<file path="config.mk">
export PLATFORM = sky130hd
export DESIGN_NAME = kect_cell
export DESIGN_NICKNAME = d
export VERILOG_FILES = /design/src/hw/rtl/kect_pkg.sv /design/src/hw/rtl/kect_cell.sv
export SDC_FILE = /design/constraint.sdc
export NUM_CORES = 1
export LEC_CHECK = 0
export ABC_AREA = 1
export BUFFER_PORTS_ARGS = -buffer_cell sky130_fd_sc_hd__buf_2
export CORE_MARGIN = 3
export CORE_UTILIZATION = 37
export DETAILED_ROUTE_END_ITERATION = 7
export PLACE_DENSITY = 0.75
export SLEW_MARGIN = 5
export SYNTH_ARGS = -nofsm -noshare
export SYNTH_HDL_FRONTEND = slang
export SYNTH_SLANG_ARGS = --single-unit
export TNS_END_PERCENT = 50
</file>
<file path="constraint.sdc">
create_clock -name clk -period 6.7 [get_ports clk]
set_clock_uncertainty 0.1 [all_clocks]
set_input_delay 0.67 -clock clk [delete_from_list [all_inputs] [get_ports clk]]
set_output_delay 0.67 -clock clk [all_outputs]
set_load 0.02 [all_outputs]
</file>
<file path="src/hw/rtl/kect_pkg.sv">
// Package for the keyed event counter table.
// Holds the key width, output field widths and the control bundle that the
// top level broadcasts to every cell of the chain. No dependencies.
`default_nettype none

package kect_pkg;

  // Width of an event key.
  localparam int unsigned KeyW = 64;

  // Output field widths.
  localparam int unsigned CountOutW = 32;
  localparam int unsigned UsedOutW  = 7;

  // Input action codes.
  localparam logic ActMark  = 1'b0;
  localparam logic ActClear = 1'b1;

  // Control broadcast to the cells during the update cycle.
  typedef struct packed {
    logic upd;     // update strobe, the cycle in which cells change
    logic clear;   // invalidate every entry
    logic insert;  // key absent and room left: open a slot in order
    logic incr;    // key present: bump the matching entry
  } ctl_t;

endpackage : kect_pkg

`default_nettype wire

</file>
<file path="src/hw/rtl/kect_cell.sv">
// One cell of the sorted key chain: a key, a count and a valid bit.
// Depends on kect_pkg. Takes the entry of its left neighbor when an
// insert opens a slot left of this cell.
`default_nettype none

module kect_cell #(
  parameter int unsigned COUNT_WIDTH = 32
) (
  input  wire logic                     clk,
  input  wire logic                     rst,
  input  wire kect_pkg::ctl_t           ctl,
  input  wire logic [kect_pkg::KeyW-1:0] search_key,
  input  wire logic [kect_pkg::KeyW-1:0] left_key,
  input  wire logic [COUNT_WIDTH-1:0]   left_count,
  input  wire logic                     left_valid,
  input  wire logic                     left_ge,
  output logic [kect_pkg::KeyW-1:0]     key,
  output logic [COUNT_WIDTH-1:0]        count,
  output logic                          valid,
  output logic                          ge,
  output logic                          hit
);

  logic [COUNT_WIDTH-1:0] count_inc;

  // Compare flags, registered every cycle from the held search key.
  // ge marks an entry that is empty or not below the key.
  always_ff @(posedge clk) begin
    ge  <= !valid || (key >= search_key);
    hit <= valid && (key == search_key);
  end

  // Saturating increment.
  assign count_inc = (count == {COUNT_WIDTH{1'b1}}) ? count : count + 1'b1;

  // Valid bit: cleared by reset and by a table clear.
  always_ff @(posedge clk) begin
    if (rst) begin
      valid <= 1'b0;
    end else if (ctl.upd) begin
      if (ctl.clear) begin
        valid <= 1'b0;
      end else if (ctl.insert && ge) begin
        valid <= left_ge ? left_valid : 1'b1;
      end
    end
  end

  // Entry payload: shift right past the insert point, write the new key at
  // it, or bump the count of the matching entry.
  always_ff @(posedge clk) begin
    if (ctl.upd && !ctl.clear) begin
      if (ctl.insert && ge) begin
        if (left_ge) begin
          key   <= left_key;
          count <= left_count;
        end else begin
          key   <= search_key;
          count <= COUNT_WIDTH'(1);
        end
      end else if (ctl.incr && hit) begin
        count <= count_inc;
      end
    end
  end

endmodule : kect_cell

`default_nettype wire

</file>
==> metrics, run 1 <==
outcome finished clean; Synth Flop Type edfxtp_1; maximum vdd drop 0.1250 mV; type of the most critical hold path input pin to flip-flop; Die H 139.1 um; CP Class input pin to flip-flop; initial DRC count ~290; Post-Synthesis Cells 793; die width 139.1 um; via count 6160; Post-Syn Nets 1026; number of global-route vias before repair 5962; Crit Reg-Reg Startpoint ge; PnR worst setup slack roughly 3.8 ns; Synth area leaders edfxtp_1 44%, nand2_1 15%, ha_1 12%; hold path startpoint rst; Antenna Cells 0; Avg Inst Size Synth 8.263 um2; WHS Endpoint valid; worst hold stages 2; top cell type's share of synthesized area 43.99%; max-cap viol count 0; CTS-repair resized insts 0; RSZ-0062 raised after global routing false; drt wl/cell 14.09 um; reg2reg setup slack 4.11 ns; final setup vio count 0; cell with the most instances after synthesis nand2_1; Slew headroom 20.60%; via/cell ratio 4.805; Crit path required time 6.80 ns; fraction of layout cells with a size suffix above 1 28.38%; Reg clk slew, reported paths 0.07 ns; Nets 1285; Tcrit/Tclk final between 40% and 50%; dpl cells 1266; total track usage between 10% and 20%; GRT Residual Overflow 0; TritonCTS clock tree yes; Layout Cells excl Fill between 1000 and 1500; Crit Path Max Fanout 128; CP arrival 2.97 ns; Max clock buf depth 2; Clock Sinks 99; fin area 0.008397 mm2; Synth async-reset ratio 0%; Setup TNS 0 ns; Core Area approximately 0.017 mm2; Post-Syn Area 0.006553 mm2; DRT Pass-1 Iters 5; largest net degree at the start of global routing 129; CP Capture Type flip-flop; CTS Buf Count 9; initial core utilization around 38%; final hold vios 0; first-pass GRT wire length 29300 um; CP startpoint kind input pin; clock root cell clkbuf_16; hold-fix buffers at CTS 0; r2r endpoint count[16]; Area Growth Syn to Fin 28.15%; synthesized flop and latch total 99; Synth area leader edfxtp_1; final slew viol count 0; Fill cells 1696; Unique masters post-synth 36; Cell Area, Placed 0.008112 mm2; R2R depth 4; Post CTS Setup Buffer Count 0; hpwl dp 14680 um; Post-route DRC 0; final WL between 15000 and 20000 um; pwr/cell area 177.2 mW/mm2; initial antenna violation count 1; Slew @ Worst Pin 1.190 ns; Antenna Nets Post-Route 0; fmax 0.3482 GHz; I/O pin cnt between 200 and 300; worst skew pair latency 0.35 ns; global placement routability congestion 0.9169; num rows 48; register area share after synthesis 44.91%; synth warn 0; pre-CTS WS 3.448 ns; H-tree lvl count 3; fin crit period about 2.9 ns; IO buf count 266; Post-synth top cells 254 x nand2_1, 98 x inv_1, 96 x edfxtp_1; Leak 4.097 nW; number of synthesized flops with an enable pin 96; die area 0.01934 mm2
## layer usage
metal  wire length (um)  vias up  track usage [%]  part of all wire [%]
met5                  9        -                0                 0.050
met4                434        2            7.364                   2.4
li1                   -     3154                -                     -
met2               9119      225            32.78                    50
met3               1407       29            4.138                   7.8
met1               7099     2750            22.35                    39
## power breakdown
group	leakage [nW]	switching (mW)	internal, mW	total [mW]
logic	3.04	0.145	0.100	0.245
registers	0.913	0.0151	0.707	0.722
clock network	0.141	0.234	0.287	0.521
total	4.10	0.393	1.09	1.49
## worst max-delay path by stage
stage | startpoint | end | slack, ns | cells after the start
2_1_floorplan | ctl[1] | valid | 2.34 | 5
3_3_place_gp | left_ge | count[13] | 3.58 | 4
3_5_place_dp | left_ge | count[16] | 3.45 | 5
4_1_cts | left_ge | count[16] | 3.82 | 5
5_1_grt | left_ge | count[4] | 3.42 | 5
6_report | left_ge | count[16] | 3.83 | 5
## state kept, by name, indices dropped and copies added (netlist names)
signal	cells
hit	1
key	64
count	32
valid	1
ge	1
## area by class of cell
cell class	count	area (um2)	share of cell area, %
inverters	99	371.6	4.426
flip-flops and latches	99	2943	35.05
clock inverters	6	56.30	0.6705
repair buffers	268	1349	16.06
multi-input cells	575	3167	37.71
well taps	225	281.5	3.353
clock buffers	10	229.0	2.727
## worst max-delay path, cell delays in order
cell and delay, ns:
buf_4 0.75, inv_1 0.23, nor2_2 0.96, nand2_1 0.17, o21ai_2 0.11
## through the flow
step / utilization, % / hold WS, ns / total power [mW]
2_1_floorplan: - / 0.4416 / 0.8787
3_3_place_gp: 46.90 / 0.3664 / 0.9760
3_5_place_dp: 46.90 / 0.3770 / 0.9831
4_1_cts: 48.55 / 0.3506 / 1.504
5_1_grt: 48.55 / 0.3663 / 1.567
6_report: 48.55 / 0.3684 / 1.488
## logic make-up after synthesis
kind of cell | share of synthesized area (%)
compound gates | 11.11
xor+xnor | 2.272
fa+ha+maj | 12.41
buf+inv | 6.950
flops | 44.91
simple gates | 22.34
## cells in the final DEF, fill, tap and decap left out, types with 2 or more instances in the layout
cell,synthesis,final
a22o_1,4,4
xor2_1,8,8
dfxtp_1,3,3
nand2_2,4,4
nand4_1,8,8
clkinv_1,0,2
buf_4,0,3
a21oi_1,30,30
clkinv_2,0,2
o21ai_1,2,2
inv_1,98,98
clkbuf_16,0,9
a21o_1,4,4
a32o_1,3,3
o21ai_0,81,81
edfxtp_1,96,96
nand3_1,12,12
o21bai_1,2,2
buf_2,7,265
nand2_1,254,254
nor3_1,9,9
nor2_4,3,4
xnor2_1,9,9
ha_1,65,65
nor2_2,3,5
nor2_1,62,59
o21a_1,2,2
(Power assumes the default switching activity.)
==> run 2, diff against run 1 <==
--- a/config.mk
+++ b/config.mk
@@ -5,12 +5,12 @@
 export SDC_FILE = /design/constraint.sdc
 export NUM_CORES = 1
 export LEC_CHECK = 0
-export ABC_AREA = 1
+export ABC_AREA = 0
 export BUFFER_PORTS_ARGS = -buffer_cell sky130_fd_sc_hd__buf_2
 export CORE_MARGIN = 3
 export CORE_UTILIZATION = 37
 export DETAILED_ROUTE_END_ITERATION = 7
-export PLACE_DENSITY = 0.75
+export PLACE_DENSITY = 0.78
 export SLEW_MARGIN = 5
 export SYNTH_ARGS = -nofsm -noshare
 export SYNTH_HDL_FRONTEND = slang
==> constraint.sdc (replaced) <==
create_clock -name clk -period 2.4 [get_ports clk]
set_clock_uncertainty 0.1 [all_clocks]
set_input_delay 0.24 -clock clk [delete_from_list [all_inputs] [get_ports clk]]
set_output_delay 0.24 -clock clk [all_outputs]
set_load 0.02 [all_outputs]
==> metrics, run 2 <==
outcome finished clean; Post-synth top cells 96 x edfxtp_1, 91 x nand2_1, 89 x a21oi_1; Post-route DRC 0; final WL 18410 um; Synth async-reset ratio 0%; Flop pwr share 48.6%; CP peak stage delay 0.43 ns; GRT Residual Overflow 0; initial DRC count between 300 and 400; Die H 136.3 um; Fill cells 1570; reg2reg setup slack 0.17 ns; max reg flops 64; most flop-heavy register key; Reg clk slew, reported paths 0.08 ns; pre-CTS WS about 0.18 ns; number of synthesized flops with an enable pin 96; DRT Pass-1 Iters 5; first-pass GRT wire length 28400 um; RSZ-0062 raised after global routing false; synth warn 0; Setup TNS 0 ns; Synth Flop Type edfxtp_1; die width 136.3 um; Synth area leaders edfxtp_1 46%, ha_1 13%, a21oi_1 7.1%; fin crit period between 2 and 2.5 ns; TritonCTS clock tree yes; CP Cell Sequence ha_1, a21oi_1, o21ai_0, a221o_1, o311ai_0, o211ai_1; pwr/cell area 503.5 mW/mm2; hold slack 0.07193 ns; Sequential cell area 0.002947 mm2; IO buf count ~270; CP startpoint kind flip-flop; die area 0.01857 mm2; Post-Synthesis Cells 653; Core Util, Final around half; num rows 47; initial antenna violation count 1; global placement routability congestion between 0.8 and 0.9; final hold vios 0; number of global-route vias before repair about 5600; Post CTS Setup Buffer Count 0; Slowest cell on crit path o311ai_0; PnR worst setup slack 0.1674 ns; CTS Buf Count 9; PnR Total Power 4.155 mW; worst skew pair latency 0.35 ns; fmax 0.4479 GHz; Nets 1150; Internal between 2 and 3 mW; Core Area between 0.015 and 0.02 mm2; I/O pin cnt 267; type of the most critical hold path input pin to flip-flop; commonest non-fill, non-tap cells in the layout 265 x buf_2, 96 x edfxtp_1, 90 x nand2_1; hpwl dp 14510 um; via/cell ratio 5.064; largest net degree at the start of global routing 68; CP arrival 2.33 ns; synthesized flop and latch total around 100; Clock power frac 34.4%; Tcrit/Tclk final 93.03%; final setup vio count 0; H-tree lvl count 3; Synth area leader edfxtp_1; clock root cell clkbuf_16; top cell type's share of synthesized area approximately 46%; maximum vdd drop roughly 0.31 mV; total track usage 19.52%; Multi-input gate area 0.002977 mm2; Post-Syn Nets around 890; Antenna Nets Post-Route 0; cell with the most instances after synthesis edfxtp_1; Avg Inst Size Synth 9.617 um2; Clock Sinks 99; CP Class flip-flop to flip-flop; Max clock buf depth 2; final slew viol count 0; commonest non-fill, non-tap cell in the layout buf_2; via count 5788; Unique masters post-synth 37; Area Growth Syn to Fin 31.42%; Crit path required time 2.50 ns; Slew headroom 62.98%; initial core utilization 37.87%; Top Registers key (64), count (32); max-cap viol count 0; Slew @ Worst Pin 0.5552 ns; Leak 3.719 nW; Net Sw Power 1.162 mW; Crit Path Max Fanout 2; Post-Syn Area ~0.0063 mm2; drt wl/cell 16.11 um; Switching Fraction 27.95%; fraction of layout cells with a size suffix above 1 between 30% and 40%; register area share after synthesis 46.86%; Combinational Power Share 17.0%; CP Capture Type flip-flop
==> run 2: worst paths after layout <==
| kind | from | endpoint | cells past startpoint |
|---|---|---|---|
| max | key[7] | ge | 6 |
| max reg2reg | key[7] | ge | 6 |
| min | left_key[19] | key[19] | 3 |
| min reg2reg | valid | valid | 2 |
==> run 2: metrics by stage <==
| stage | area, um2 | std cells |
|---|---|---|
| global route | 8253 | 1143 |
| global placement | 7956 | 1125 |
| detailed placement | 7956 | 1125 |
| floorplan | 6320 | 653 |
| finish | 8253 | 1143 |
| CTS | 8250 | 1142 |
==> run 2: metal layers <==
layer	share of wire, %	track usage (%)	vias up
met2	49	33.90	223
met1	43	24.45	2672
met3	6.8	3.849	19
met5	0	0	-
li1	-	-	2874
met4	1.7	6.103	0
==> run 2: worst max-delay path, delay by kind of cell (launching register included) <==
kind / cells / cell delay (ns)
AO/OA/AOI/OAI: 5 / 1.28
adder cells (fa/ha/maj): 1 / 0.30
flip-flops: 1 / 0.40
==> run 2: timing repair <==
action / CTS / global route
hold buffers: 1 / 0
gates resized for setup: 0 / 0
endpoints found under the hold margin: 1 / 0
==> run 2: final cells by class <==
cell class	count	share of cell area [%]
Clock inverter	7	0.7126
Sequential cell	99	35.70
Multi-Input combinational cell	451	36.07
Tap cell	220	3.335
Timing Repair Buffer	281	18.01
Clock buffer	9	2.729
Inverter	75	3.411
Antenna cell	1	0.03032
==> run 2: cell families (layout without fill, tap and decap cells) <==
family / Yosys count / after routing / synth area share, %
AO/OA/AOI/OAI: 181 / 181 / 15.40
XOR/XNOR: 30 / 30 / 4.184
multiplexers: 1 / 1 / 0.1793
other: 0 / 1 / 0
adder cells (fa/ha/maj): 65 / 65 / 12.95
flip-flops: 99 / 99 / 46.86
buffers and inverters: 103 / 372 / 6.316
AND/OR/NAND/NOR: 174 / 174 / 14.11
==> run 2: power groups by stage <==
stage / Sequential, mW / Clock, mW / Combinational [mW]
floorplan: 2.12 / 0 / 0.333
global placement: 2.05 / 0 / 0.696
detailed placement: 2.06 / 0 / 0.711
CTS: 2.02 / 1.47 / 0.717
global route: 2.03 / 1.54 / 0.800
finish: 2.02 / 1.43 / 0.708
==> run 3, diff against run 2 <==
--- a/config.mk
+++ b/config.mk
@@ -6,7 +6,7 @@
 export NUM_CORES = 1
 export LEC_CHECK = 0
 export ABC_AREA = 0
-export BUFFER_PORTS_ARGS = -buffer_cell sky130_fd_sc_hd__buf_2
+export BUFFER_PORTS_ARGS = -buffer_cell sky130_fd_sc_hd__buf_4
 export CORE_MARGIN = 3
 export CORE_UTILIZATION = 37
 export DETAILED_ROUTE_END_ITERATION = 7
==> constraint.sdc (replaced) <==
create_clock -name clk -period 2.05 [get_ports clk]
set_clock_uncertainty 0.1 [all_clocks]
set_input_delay 0.205 -clock clk [delete_from_list [all_inputs] [get_ports clk]]
set_output_delay 0.205 -clock clk [all_outputs]
set_load 0.02 [all_outputs]
==> metrics, run 3 (synthesized netlist as in run 2, its figures left out) <==
Post-route DRC 0; maximum vdd drop 0.4928 mV; hpwl dp 14920 um; reg2reg setup slack -0.02 ns; commonest non-fill, non-tap cells in the layout 307 x buf_4, 96 x edfxtp_1, 90 x nand2_1; Crit path required time 2.21 ns; first-pass GRT wire length 28790 um; Die H between 100 and 150 um; CP Cell Sequence ha_4, nand4_1, nor4_2, nor3b_2, buf_4, o311ai_4, o211ai_1; num rows 47; Internal 4.016 mW; Top Registers key (64), count (32); PnR Total Power 5.353 mW; R2R depth 7; RSZ-0062 raised after global routing true; CP Capture Type flip-flop; CP arrival 2.23 ns; Cell Area, Placed 0.008840 mm2; Leak 4.172 nW; hold slack 0.03536 ns; final setup vio count 1; via count 5900; Antenna Cells 0; clock root cell clkbuf_16; Fill cells 1453; commonest non-fill, non-tap cell in the layout buf_4; Tcrit/Tclk final 101.0%; via/cell ratio between 5 and 6; final hold vios 0; max-cap viol count 0; type of the most critical hold path input pin to flip-flop; number of global-route vias before repair slightly below 6000; Layout Cells excl Fill around 1200; GRT Residual Overflow 0; pwr/cell area 570.6 mW/mm2; CTS Buf Count 9; initial DRC count 295; Antenna Nets Post-Route 0; I/O pin cnt 267; r2r endpoint ge; Flop pwr share 44.0%; Nets 1184; outcome complete, but fails checks; die width 136.3 um; DRT Pass-1 Iters 5; final slew viol count 0; initial core utilization approximately 38%; failing checks setup timing; drt wl/cell 16.37 um; final WL 19250 um; Clock Sinks 99; CP Class flip-flop to flip-flop; fin area 0.009382 mm2; dpl cells 1151; die area 0.01857 mm2; Sequential cell area 0.002947 mm2; total track usage approximately a fifth; most flop-heavy register key; Combinational Power Share about a fifth; PnR worst setup slack -0.02117 ns; crit path from key[45]; Core Area ~0.017 mm2; fin crit period 2.071 ns; Slew @ Worst Pin 0.4387 ns; fraction of layout cells with a size suffix above 1 37.03%; initial antenna violation count 0; Core Util, Final 56.57%; Clock power frac between 30% and 40%; Setup TNS -0.02117 ns; Net Sw Power 1.338 mW; largest net degree at the start of global routing 65; H-tree lvl count 3; IO buf count 266; CP startpoint kind flip-flop; fmax 0.4828 GHz; TritonCTS clock tree yes; Crit Path Max Fanout 4; Max clock buf depth 2; max reg flops 64; Slowest cell on crit path edfxtp_1; Crit Reg-Reg Startpoint key[45]; worst skew pair latency about 0.35 ns; Critical Path End ge; CP peak stage delay about 0.45 ns; Slew headroom 70.75%; Area Growth Syn to Fin 49.39%; pre-CTS WS -0.07761 ns; Switching Fraction approximately 25%; Multi-input gate area slightly above 0.003 mm2; Reg clk slew, reported paths roughly 0.07 ns; global placement routability congestion 0.9014
run 3: changes by cell type in the layout (fill, tap and decap cells not counted), sizes merged:
cell / change
buf: +33
bufinv: +3
clkbuf: +2
clkinv: -2
diode: -1
inv: -2
run 3: repair_timing:
action | 4_1_cts | 5_1_grt
endpoints found under the hold margin | 1 | 0
setup endpoints to repair | 1 | 34
pin swaps | 0 | 8
gates resized for setup | 3 | 15
buffers inserted | 0 | 7
hold buffers | 1 | 0
cloned | 0 | 1
run 3: worst max-delay path: cells and delay by family (launching register included):
| family | cells | cell delay (ns) |
|---|---|---|
| AOI/OAI and AO/OA | 2 | 0.18 |
| adders and majority gates | 1 | 0.30 |
| buffers and inverters | 1 | 0.16 |
| DFF | 1 | 0.45 |
| and+or+nand+nor | 3 | 0.80 |
run 3: power groups by stage:
| stage | combinational (mW) | sequential [mW] | clock (mW) |
|---|---|---|---|
| 4_1_cts | 0.992 | 2.36 | 2.04 |
| 3_3_place_gp | 0.965 | 2.40 | 0 |
| 5_1_grt | 1.12 | 2.36 | 2.12 |
| 6_report | 1.01 | 2.36 | 1.99 |
| 3_5_place_dp | 0.984 | 2.40 | 0 |
| 2_1_floorplan | 0.390 | 2.48 | 0 |
run 3: layer usage:
layer / track usage [%] / up-vias / part of all wire, %
met3: 4.700 / 25 / 7.5
met5: 0 / - / 0
met2: 33.52 / 226 / 49
li1: - / 2938 / -
met4: 7.167 / 0 / 2.2
met1: 24.43 / 2711 / 41
run 3: area by class of cell:
class	instances	area share, %
Timing Repair Buffer	315	26.13
Clock inverter	6	1.187
Tap cell	220	2.934
Multi-Input combinational cell	451	32.90
Sequential cell	99	31.41
Clock buffer	10	2.441
Inverter	75	3.001
run 3: worst min-delay path by stage:
stage / start / end / slack [ns] / cells past startpoint
2_1_floorplan: rst / valid / 0.17 / 1
3_3_place_gp: rst / valid / 0.26 / 2
3_5_place_dp: rst / valid / 0.26 / 2
4_1_cts: left_key[50] / key[50] / 0.02 / 3
5_1_grt: left_key[63] / key[63] / 0.03 / 3
6_report: left_key[26] / key[26] / 0.04 / 3
